## config.mk

```make
export PLATFORM = sky130hd
export DESIGN_NAME = bfnn_ram
export DESIGN_NICKNAME = d
export VERILOG_FILES = /design/src/rtl/bfnn_ram.sv
export SDC_FILE = /design/constraint.sdc
export NUM_CORES = 2
export LEC_CHECK = 0
export ABC_AREA = 1
export BUFFER_PORTS_ARGS = -buffer_cell sky130_fd_sc_hd__buf_2
export CAP_MARGIN = 20
export CORE_MARGIN = 8
export CORE_UTILIZATION = 40
export DETAILED_ROUTE_END_ITERATION = 7
export HOLD_SLACK_MARGIN = 0.02
export PLACE_DENSITY_LB_ADDON = 0.08
export SLEW_MARGIN = 5
export SYNTH_ARGS = -nofsm -noshare
export SYNTH_HDL_FRONTEND = slang
export SYNTH_SLANG_ARGS = --single-unit
```

## constraint.sdc

```tcl
create_clock -name clk_i -period 2.45 [get_ports clk_i]
set_clock_uncertainty 0.1 [all_clocks]
set_input_delay 0.1225 -clock clk_i [delete_from_list [all_inputs] [get_ports clk_i]]
set_output_delay 0.1225 -clock clk_i [all_outputs]
set_load 0.05 [all_outputs]
```

## src/rtl/bfnn_ram.sv

```systemverilog
// ----------------------------------------------------------------------------
// bfnn_ram
// Generic simple dual-port RAM: one write port, one read port, registered read.
// ----------------------------------------------------------------------------
module bfnn_ram #(
  parameter int unsigned Width = 16,
  parameter int unsigned Depth = 128,
  parameter int unsigned AddrW = (Depth > 1) ? $clog2(Depth) : 1
) (
  input  logic             clk_i,
  input  logic             we_i,
  input  logic [AddrW-1:0] waddr_i,
  input  logic [Width-1:0] wdata_i,
  input  logic [AddrW-1:0] raddr_i,
  output logic [Width-1:0] rdata_o
);

  logic [Width-1:0] mem [Depth];
  logic [Width-1:0] rdata_q;

  always_ff @(posedge clk_i) begin
    if (we_i) begin
      mem[waddr_i] <= wdata_i;
    end
    rdata_q <= mem[raddr_i];
  end

  assign rdata_o = rdata_q;

endmodule

```

==> summary.txt <==
Placement
  • GP Congestion: 0.886
  • Dpl hpwl: 163000 um
  • DP Cell Count: 9588
  • Port Buffers: 47

STA
  • Pins Over Slew Limit: 0
  • Final setup vio count: 0
  • Tcrit/Tclk final: 94.3%
  • Least-Margin Pin Slew: 0.843 ns
  • Clock period minus worst slack: 2.31 ns
  • Final Hold Viols: 0
  • Fmax: 0.433 GHz
  • Hold_ws: 0.148 ns
  • RSZ-0062 raised after global routing: false
  • Max-slew headroom: 43.8%

Global routing
  • GRT overflow: 0
  • Initial antenna violation count: 15
  • Global-route wire length before repair: 381000 um
  • Gr usage total: 23.2%
  • Largest net degree at the start of global routing: 76
  • Vias in the first global route: 52500

Clock network
  • CTS buffer count: 222
  • Post-CTS setup buffer count: 0
  • Worst-path clk slew: 0.06 ns
  • CTS tree: built
  • Clock root cell: clkbuf_16
  • Clock tree buffer depth: 3
  • Clock latency at the later pin of the worst-skew pair: 0.87 ns
  • CTS Sinks: 2064
  • H-Tree Depth: 4

Worst setup path
  • CP Capture Type: flip-flop
  • Crit path kind: primary input to flip-flop
  • Crit path capture: mem[72][2]$_DFFE_PP_
  • Worst setup SP type: primary input
  • Reg2Reg Launch Point: mem[119][10]$_DFFE_PP_
  • CP max-delay cell: dlygate4sd3_1
  • CP bufs+invs: 6
  • Worst R2R End: rdata_o[10]$_DFF_P_
  • Flop-to-flop setup slack: 0.20 ns
  • CP most frequent cell: dlygate4sd3_1
  • Crit path largest cell delay: 0.62 ns
  • Worst Reg-to-Reg Cells: 9
  • WP depth: 8
  • CP Cell Sequence: dlygate4sd3_1 > buf_2 > nor3_1 > dlygate4sd3_1 > inv_1 > nor2_1 > dlygate4sd3_1 > buf_12
  • Arrival @ worst endpoint: 2.75 ns
  • Delay-heaviest family, CP: buffers and inverters
  • Critical path fanouts, max: 16
  • Critical Path RT: 2.89 ns
  • Crit path from: waddr_i[1]

Detailed routing
  • DR vias: 54600
  • TritonRoute pass-1 iters: 6
  • Initial DRC Count: 5241
  • Vias/cell: 5.44
  • DR DRC count: 0
  • Total Wirelength: 263000 um
  • Post-route ant nets: 0
  • Wire per inst: 26.2 um

Status
  • Outcome: completed

Yosys
  • Simple-gate share of the synthesized area: 22.3%
  • Gate count of the mapped netlist: 6793
  • Adder-cell area share of the yosys netlist: 0%
  • Synth Area in XOR/XNOR: 0%
  • Yosys warnings: 0
  • Main combinational cell family by area after synthesis: simple AND/OR/NAND/NOR gates
  • Sequential share of the synthesized area: 74.6%
  • Yosys reg bits: 2064
  • Syn Nets: 6825
  • Post-synthesis compound-gate area fraction: 0%
  • Synth Cell Area: 82800 um2
  • Netlist cell types: 15
  • Synthesized area per cell: 12.2 um2
  • Multiplexer share of the synthesized area: 0%

Floorplanning
  • Die W: 471 um
  • Num ports: 48
  • Die area: 222000 um2
  • Core area: 206000 um2
  • Die height: 471 um
  • Starting Density: 40.1%
  • Row Count: 167

Cells and area
  • Share of layout cells above drive strength 1: 12.0%
  • Nets: 7171
  • Finished Layout Cells: 10000
  • Syn-to-layout area delta: 17.5%

Min path
  • Worst hold path type: primary input to flip-flop

Pwr
  • Worst vdd ir: 0.755 mV
  • Pwr per Cell Area: 786 nW/um2
  • Leak: 34.4 nW

Flow run
  • Max-Cap Viols: 0
[synthesized netlist by cell type]
cell type	n	area share [%]
buf_1	41	0.19
buf_2	251	1.5
buf_4	61	0.55
buf_6	22	0.30
buf_8	1	0.018
clkbuf_1	81	0.37
dfxtp_1	16	0.39
edfxtp_1	2048	74
inv_1	21	0.095
inv_2	2	0.0091
inv_4	1	0.0076
nand2_1	2087	9.5
nand3_1	2019	12
nor2_1	134	0.61
nor3_1	8	0.048
[worst register-to-register path: stages (launching register included)]
cell and delay, ns:
edfxtp_1 0.36, nand2_1 0.07, nand3_1 0.08, nand3_1 0.17
nand3_1 0.19, nand3_1 0.18, nand3_1 0.22, nand3_1 0.16
dlygate4sd3_1 0.56, nand2_1 0.06
[power by group]
group	switching (mW)	internal [mW]
logic	3.91	1.54
clock network	13.8	18.1
registers	0.0878	39.0
total	17.8	58.6
[state kept, by name, summed over array words and instances, names as in the netlist]
| name | count |
|---|---|
| mem | 2048 |
| rdata_o | 16 |
[per-layer routing]
| metal | GRT usage (%) | vias to the layer above | wire [um] |
|---|---|---|---|
| met3 | 2.91 | 329 | 14600 |
| met1 | 33.3 | 27600 | 118000 |
| met5 | 0 | - | 13 |
| met2 | 37.7 | 1640 | 124000 |
| li1 | - | 25000 | - |
| met4 | 5.87 | 2 | 6610 |
[logic make-up after synthesis]
kind of cell	after synthesis
buffers and inverters	481
AND/OR/NAND/NOR	4248
flip-flops	2064
[through the flow]
step | cell area, um2 | setup WS [ns] | util (%) | TNS (ns) | total power [mW]
2_1_floorplan | 82800 | 0.523 | - | 0 | 42.3
3_3_place_gp | 90100 | -0.282 | 43.6 | -1.42 | 45.2
3_5_place_dp | 90100 | -0.315 | 43.6 | -1.51 | 45.3
4_1_cts | 97300 | 0.172 | 47.1 | 0 | 77.2
5_1_grt | 97300 | 0.105 | 47.1 | 0 | 78.8
6_report | 97300 | 0.141 | 47.1 | 0 | 76.5
[how the worst min path moves through the flow]
stage | from | to | slack, ns | depth (start not counted)
after floorplan | wdata_i[0] | mem[0][0]$_DFFE_PP_ | 0.12 | 0
after global placement | wdata_i[4] | mem[54][4]$_DFFE_PP_ | 0.30 | 1
after detailed placement | wdata_i[4] | mem[54][4]$_DFFE_PP_ | 0.30 | 1
after CTS | raddr_i[1] | rdata_o[12]$_DFF_P_ | 0.07 | 9
after global routing | wdata_i[13] | mem[54][13]$_DFFE_PP_ | 0.13 | 2
final | raddr_i[1] | rdata_o[12]$_DFF_P_ | 0.15 | 9
[layout by cell type (no fill, tap or decap), types with 2 or more instances in the layout]
master,Yosys,layout
buf_12,0,168
buf_2,251,26
buf_4,61,336
buf_6,22,15
buf_8,1,3
bufinv_16,0,9
clkbuf_1,81,54
clkbuf_16,0,227
clkbuf_8,0,9
clkinv_1,0,56
clkinv_2,0,43
clkinv_8,0,3
clkinvlp_4,0,2
dfxtp_1,16,16
diode_2,0,6
dlygate4sd3_1,0,31
edfxtp_1,2048,2048
inv_1,21,19
inv_16,0,3
inv_6,0,5
inv_8,0,2
nand2_1,2087,2087
nand3_1,2019,2019
nor2_1,134,111
nor2_2,0,23
nor3_1,8,8
[final cells by class]
type,count,area [um2]
multi-input cells,4248,18500
flip-flops and latches,2064,61800
well taps,2704,3380
clock buffers,290,6010
repair buffers,579,6540
clock inverters,121,873
fillers,18600,109000
diodes,6,15.0
inverters,24,126
[what timing repair did]
item,CTS,global route
gates resized for setup,0,0
hold buffers,31,0
hold endpoints to repair,2383,0
(Power assumes the default switching activity.)
