## src/rtl/bfnn_pkg.sv

```systemverilog
// ----------------------------------------------------------------------------
// bfnn_pkg
// Shared types and constants of the brute-force nearest neighbour unit.
// ----------------------------------------------------------------------------
package bfnn_pkg;

  // Default sizing
  localparam int unsigned MaxVectors = 1024;
  localparam int unsigned Dim        = 128;

  // Fixed field widths
  localparam int unsigned ElemW   = 16;
  localparam int unsigned CfgW    = 8;
  localparam int unsigned StatusW = 2;
  localparam int unsigned IndexW  = 10;
  localparam int unsigned DistW   = 39;

  localparam logic [CfgW-1:0] VecLenReset = 8'd128;

  // Command codes
  localparam logic CmdInsert = 1'b0;
  localparam logic CmdQuery  = 1'b1;

  // Status codes
  localparam logic [StatusW-1:0] StInserted = 2'd0;
  localparam logic [StatusW-1:0] StFull     = 2'd1;
  localparam logic [StatusW-1:0] StResult   = 2'd2;
  localparam logic [StatusW-1:0] StEmpty    = 2'd3;

  typedef struct packed {
    logic             cmd;
    logic [ElemW-1:0] element;
    logic             last;
  } req_t;

  typedef struct packed {
    logic [StatusW-1:0] status;
    logic [IndexW-1:0]  index;
    logic [DistW-1:0]   distance;
  } res_t;

  // Travels with each element read of the scan
  typedef struct packed {
    logic vld;
    logic first_elem;
    logic last_elem;
    logic first_slot;
    logic last_slot;
  } scan_tag_t;

endpackage

```

## src/rtl/bfnn_dist.sv

```systemverilog
// ----------------------------------------------------------------------------
// bfnn_dist
// Distance datapath: square the element difference, accumulate per slot and
// keep the running minimum with its slot index.
// ----------------------------------------------------------------------------
module bfnn_dist #(
  parameter int unsigned AccW  = 39,
  parameter int unsigned SlotW = 10
) (
  input  logic                       clk_i,
  input  logic                       rst_ni,
  input  bfnn_pkg::scan_tag_t        tag_i,    // tag of the read issued this cycle
  input  logic [bfnn_pkg::ElemW-1:0] q_data_i, // read data, arriving in the cycle after issue
  input  logic [bfnn_pkg::ElemW-1:0] v_data_i,
  output logic                       done_o,
  output logic [AccW-1:0]            best_dist_o,
  output logic [SlotW-1:0]           best_idx_o
);
  import bfnn_pkg::*;

  scan_tag_t s1_tag_q, s2_tag_q;
  logic signed [ElemW:0]   diff;
  logic signed [2*ElemW+1:0] dx;
  logic [2*ElemW-1:0]      sq_d, sq_q;
  logic [AccW-1:0]         acc_q, sum;
  logic [AccW-1:0]         best_dist_q;
  logic [SlotW-1:0]        best_idx_q, slot_q, cur_slot;
  logic                    take;
  logic                    done_q;

  // Stage 1: difference and square
  always_comb begin
    diff = $signed({1'b0, q_data_i}) - $signed({1'b0, v_data_i});
    dx   = (2*ElemW+2)'(diff);
    sq_d = (2*ElemW)'(dx * dx);
  end

  // Stage 2: accumulate and compare at the end of each slot
  always_comb begin
    sum      = (s2_tag_q.first_elem ? '0 : acc_q) + AccW'(sq_q);
    cur_slot = s2_tag_q.first_slot ? '0 : slot_q;
    take     = s2_tag_q.first_slot || (sum < best_dist_q);
  end

  always_ff @(posedge clk_i or negedge rst_ni) begin
    if (!rst_ni) begin
      s1_tag_q <= '0;
      s2_tag_q <= '0;
      done_q   <= 1'b0;
    end else begin
      s1_tag_q <= tag_i;
      s2_tag_q <= s1_tag_q;
      done_q   <= s2_tag_q.vld && s2_tag_q.last_elem && s2_tag_q.last_slot;
    end
  end

  always_ff @(posedge clk_i) begin
    sq_q <= sq_d;
    if (s2_tag_q.vld) begin
      acc_q <= sum;
      if (s2_tag_q.last_elem) begin
        slot_q <= cur_slot + 1'b1;
        if (take) begin
          best_dist_q <= sum;
          best_idx_q  <= cur_slot;
        end
      end
    end
  end

  assign done_o      = done_q;
  assign best_dist_o = best_dist_q;
  assign best_idx_o  = best_idx_q;

endmodule

```

## config.mk

```make
export PLATFORM = sky130hd
export DESIGN_NAME = bfnn_dist
export DESIGN_NICKNAME = d
export VERILOG_FILES = /design/src/rtl/bfnn_pkg.sv /design/src/rtl/bfnn_dist.sv
export SDC_FILE = /design/constraint.sdc
export NUM_CORES = 1
export LEC_CHECK = 0
export BUFFER_PORTS_ARGS = -buffer_cell sky130_fd_sc_hd__buf_2
export CAP_MARGIN = 20
export CORE_ASPECT_RATIO = 0.75
export CORE_UTILIZATION = 64
export CTS_BUF_LIST = sky130_fd_sc_hd__clkbuf_16
export DETAILED_ROUTE_END_ITERATION = 8
export GPL_ROUTABILITY_DRIVEN = 0
export MAX_ROUTING_LAYER = met4
export PLACE_DENSITY = 0.83
export SLEW_MARGIN = 20
export SYNTH_ARGS = -nofsm -noshare
export SYNTH_HDL_FRONTEND = slang
export SYNTH_SLANG_ARGS = --single-unit
```

## constraint.sdc

```tcl
create_clock -name clk_i -period 8.3 [get_ports clk_i]
set_clock_uncertainty 0.2 [all_clocks]
set_input_delay 0.83 -clock clk_i [delete_from_list [all_inputs] [get_ports clk_i]]
set_output_delay 0.83 -clock clk_i [all_outputs]
set_load 0.02 [all_outputs]
```

==> summary.md <==
| Metric | Value |
|---|---|
| Full die area | `27380 um2` |
| Area leader, netlist | `fa_1` |
| Layout Nets | `2381` |
| Initial DRC Count | `986` |
| Status | `complete, no violations` |
| Crit. Startpoint | `v_data_i[1]` |
| Crit path top cell by count | `fa_1` |
| Dpl ws | `-0.2514 ns` |
| Filler Cells Inserted | `1697` |
| Initial antenna violation count | `0` |
| Share of the synthesized area in the top cell type | `0.2998` |
| Top cells by count, synth | `inv_1, fa_1, ha_1, nand2_1, nor2_1` |
| Fmax | `0.1247 GHz` |
| Most common cell in the netlist | `inv_1` |
| Hold crit path type | `in -> async` |
| Critical R2R Launch | `s2_tag_q[3]` |
| Total global-route track usage | `0.3241` |
| Mapped cell area | `17100 um2` |
| Critical path startpoint category | `input port` |
| Placed inst area | `18710 um2` |
| Syn Nets | `2189` |
| Core ar. | `26100 um2` |
| Port bufs | `88` |
| Chip height | `143.5 um` |
| FF+latch count, synth | `140` |
| Detailed-router iteration count before antenna repair | `6` |
| Ys Warns | `0` |
| Clock tree from TritonCTS | `built` |
| DRT antenna net count | `0` |
| WL met3 | `3.204 mm` |
| Library cells used by synthesis | `77` |
| Max-slew headroom | `0.4208` |
| Synth area leaders | `fa_1, edfxtp_1, ha_1` |
| Die X | `190.7 um` |
| CP arrival | `8.15 ns` |
| Syn Inst Count | `1728` |
| CP Capture Type | `flop` |
| Clock sink count | `140` |
| Root buffer cell | `clkbuf_16` |
| CTS HTree Levels | `4` |
| Ant diodes | `0` |
| Congestion Overflow GR | `0` |
| Vias post-DR | `12680` |
| Final Setup Violations | `0` |
| Reg area | `3839 um2` |
| Per-cell routed wire length | `17.33 um` |
| Cell area after layout | `19440 um2` |
| Wire length on met2 | `19.25 mm` |
| Final Hold Violating Endpoints | `0` |
| Area growth syn-to-layout | `13.73%` |
| Share of post-route cells with drive strength above 1 | `0.1469` |
| Area occupied by multi-input gates | `11750 um2` |
| CP Class | `in -> reg` |
| Num CTS Buffers | `17` |
| DRC | `0` |
| Register area share after synthesis | `0.2245` |
| Avg Synthesized Cell Area | `9.894 um2` |
| Slew Viols, Final | `0` |
| Post-synth EDFFs | `98` |
| # placed instances | `2243` |
| Slowest cell delay on critical path | `0.55 ns` |
| Row count | `51` |
| Vias per cell | `5.570` |
| Non-Filler Instances | `2277` |
| WL final | `39.45 mm` |
| Final period util | `0.9662` |
| Critical Path RT | `8.43 ns` |
| Ports | `89` |
| Setup ws final | `0.2809 ns` |
| Initial Util | `0.6551` |
| Tmin final | `8.019 ns` |
| Largest net degree at the start of global routing | `41` |
| Post-synth top flop | `edfxtp_1` |
| Critical path's slowest cell | `fa_1` |
| Clk_lat worst skew | `0.43 ns` |
| First-pass GRT wire length | `67.02 mm` |
| CTS clk-pin slew, worst paths | `0.06 ns` |
| Highest metal used | `met4` |
| MaxCap Viol Count | `0` |
| Deepest clock path buffer count | `2` |
| Async S/R FF share, synth | `0.07857` |
| Least-Margin Pin Slew | `0.8688 ns` |
| Vias in the first global route | `13780` |
| Post-DP HPWL | `31.82 mm` |
| M1 wire length | `16.15 mm` |
| CP Max Fanout | `5` |
| Hold slack | `0.05681 ns` |
## worst paths after layout
check	to	slack, ns	cells after the start
min	s1_tag_q[2]	0.06	1
max	sq_q[28]	0.28	31
min reg2reg	s2_tag_q[4]	0.15	0
max in group asynchronous	s1_tag_q[3]	7.64	1
min in group clk_i	s2_tag_q[4]	0.15	0
max reg2reg	best_dist_o[26]	1.65	20
## sequential cells by signal, summed over array words and instances, names as in the netlist
register	cells
s1_tag_q	5
sq_q	31
acc_q	39
s2_tag_q	5
best_idx_o	10
done_o	1
best_dist_o	39
slot_q	10
## what timing repair did
action / CTS / global route
gates resized for setup: 0 / 22
hold buffers: 0 / 0
setup buffers: 0 / 2
setup endpoints to repair: 0 / 10
## metrics by stage
step | setup TNS, ns | util
floorplan | 0 | -
global placement | -0.5430 | 0.7170
detailed placement | -1.731 | 0.7170
CTS | 0 | 0.7409
global route | -0.1170 | 0.7450
finish | 0 | 0.7450
## worst max-delay path: cells and delay by family
family,cells,cell delay [ns]
fa+ha+maj,8,3.59
simple gates,5,0.71
buf+inv,7,0.53
compound gates,11,2.51
## routing by layer
metal | track usage | vias up
li1 | - | 5887
met1 | 0.4147 | 6200
met2 | 0.5275 | 516
met3 | 0.07009 | 81
met4 | 0.08253 | 0
met5 | - | -
## placed cells by master, fill, tap and decap left out, types with 5 or more instances in the layout
master,synthesis,routed
nand2_1,121,120
o211ai_1,5,5
buf_2,3,88
dfxtp_1,31,31
nand3_1,24,24
a211oi_1,13,13
xor2_1,26,26
buf_4,1,116
fa_1,256,256
ha_1,166,163
nand2b_1,22,22
a21o_1,41,41
xnor2_1,61,61
o21a_1,14,14
and3_1,12,12
a211o_1,5,5
o21ai_0,43,39
inv_1,384,384
clkbuf_16,0,21
dfrtp_1,11,11
inv_2,7,8
nor2_1,110,107
or3_1,6,6
o21bai_1,6,6
nor3_1,18,18
a21oi_1,68,64
nor3_2,6,6
nand4_1,5,5
nor2b_1,49,48
edfxtp_1,98,98
and2_1,20,20
a31oi_1,6,6
## cell type report
type | instances | share of cell area
Tap cell | 344 | 0.02214
Timing Repair Buffer | 205 | 0.06847
Multi-Input combinational cell | 1165 | 0.6044
Sequential cell | 140 | 0.1974
Clock inverter | 11 | 0.005084
Clock buffer | 21 | 0.02703
Inverter | 391 | 0.07548
## cell families after synthesis
group           Yosys count  share of synthesized area
simple gates            411                     0.1167
buf+inv                 423                    0.09419
xor+xnor                 89                    0.04713
compound gates          241                    0.09507
mux                       2                   0.001171
fa+ha+maj               422                     0.4213
flops                   140                     0.2245
Power is left out: the tool's default activity adds up to more than one toggle a clock period on the data nets, which glitch-free logic cannot reach.
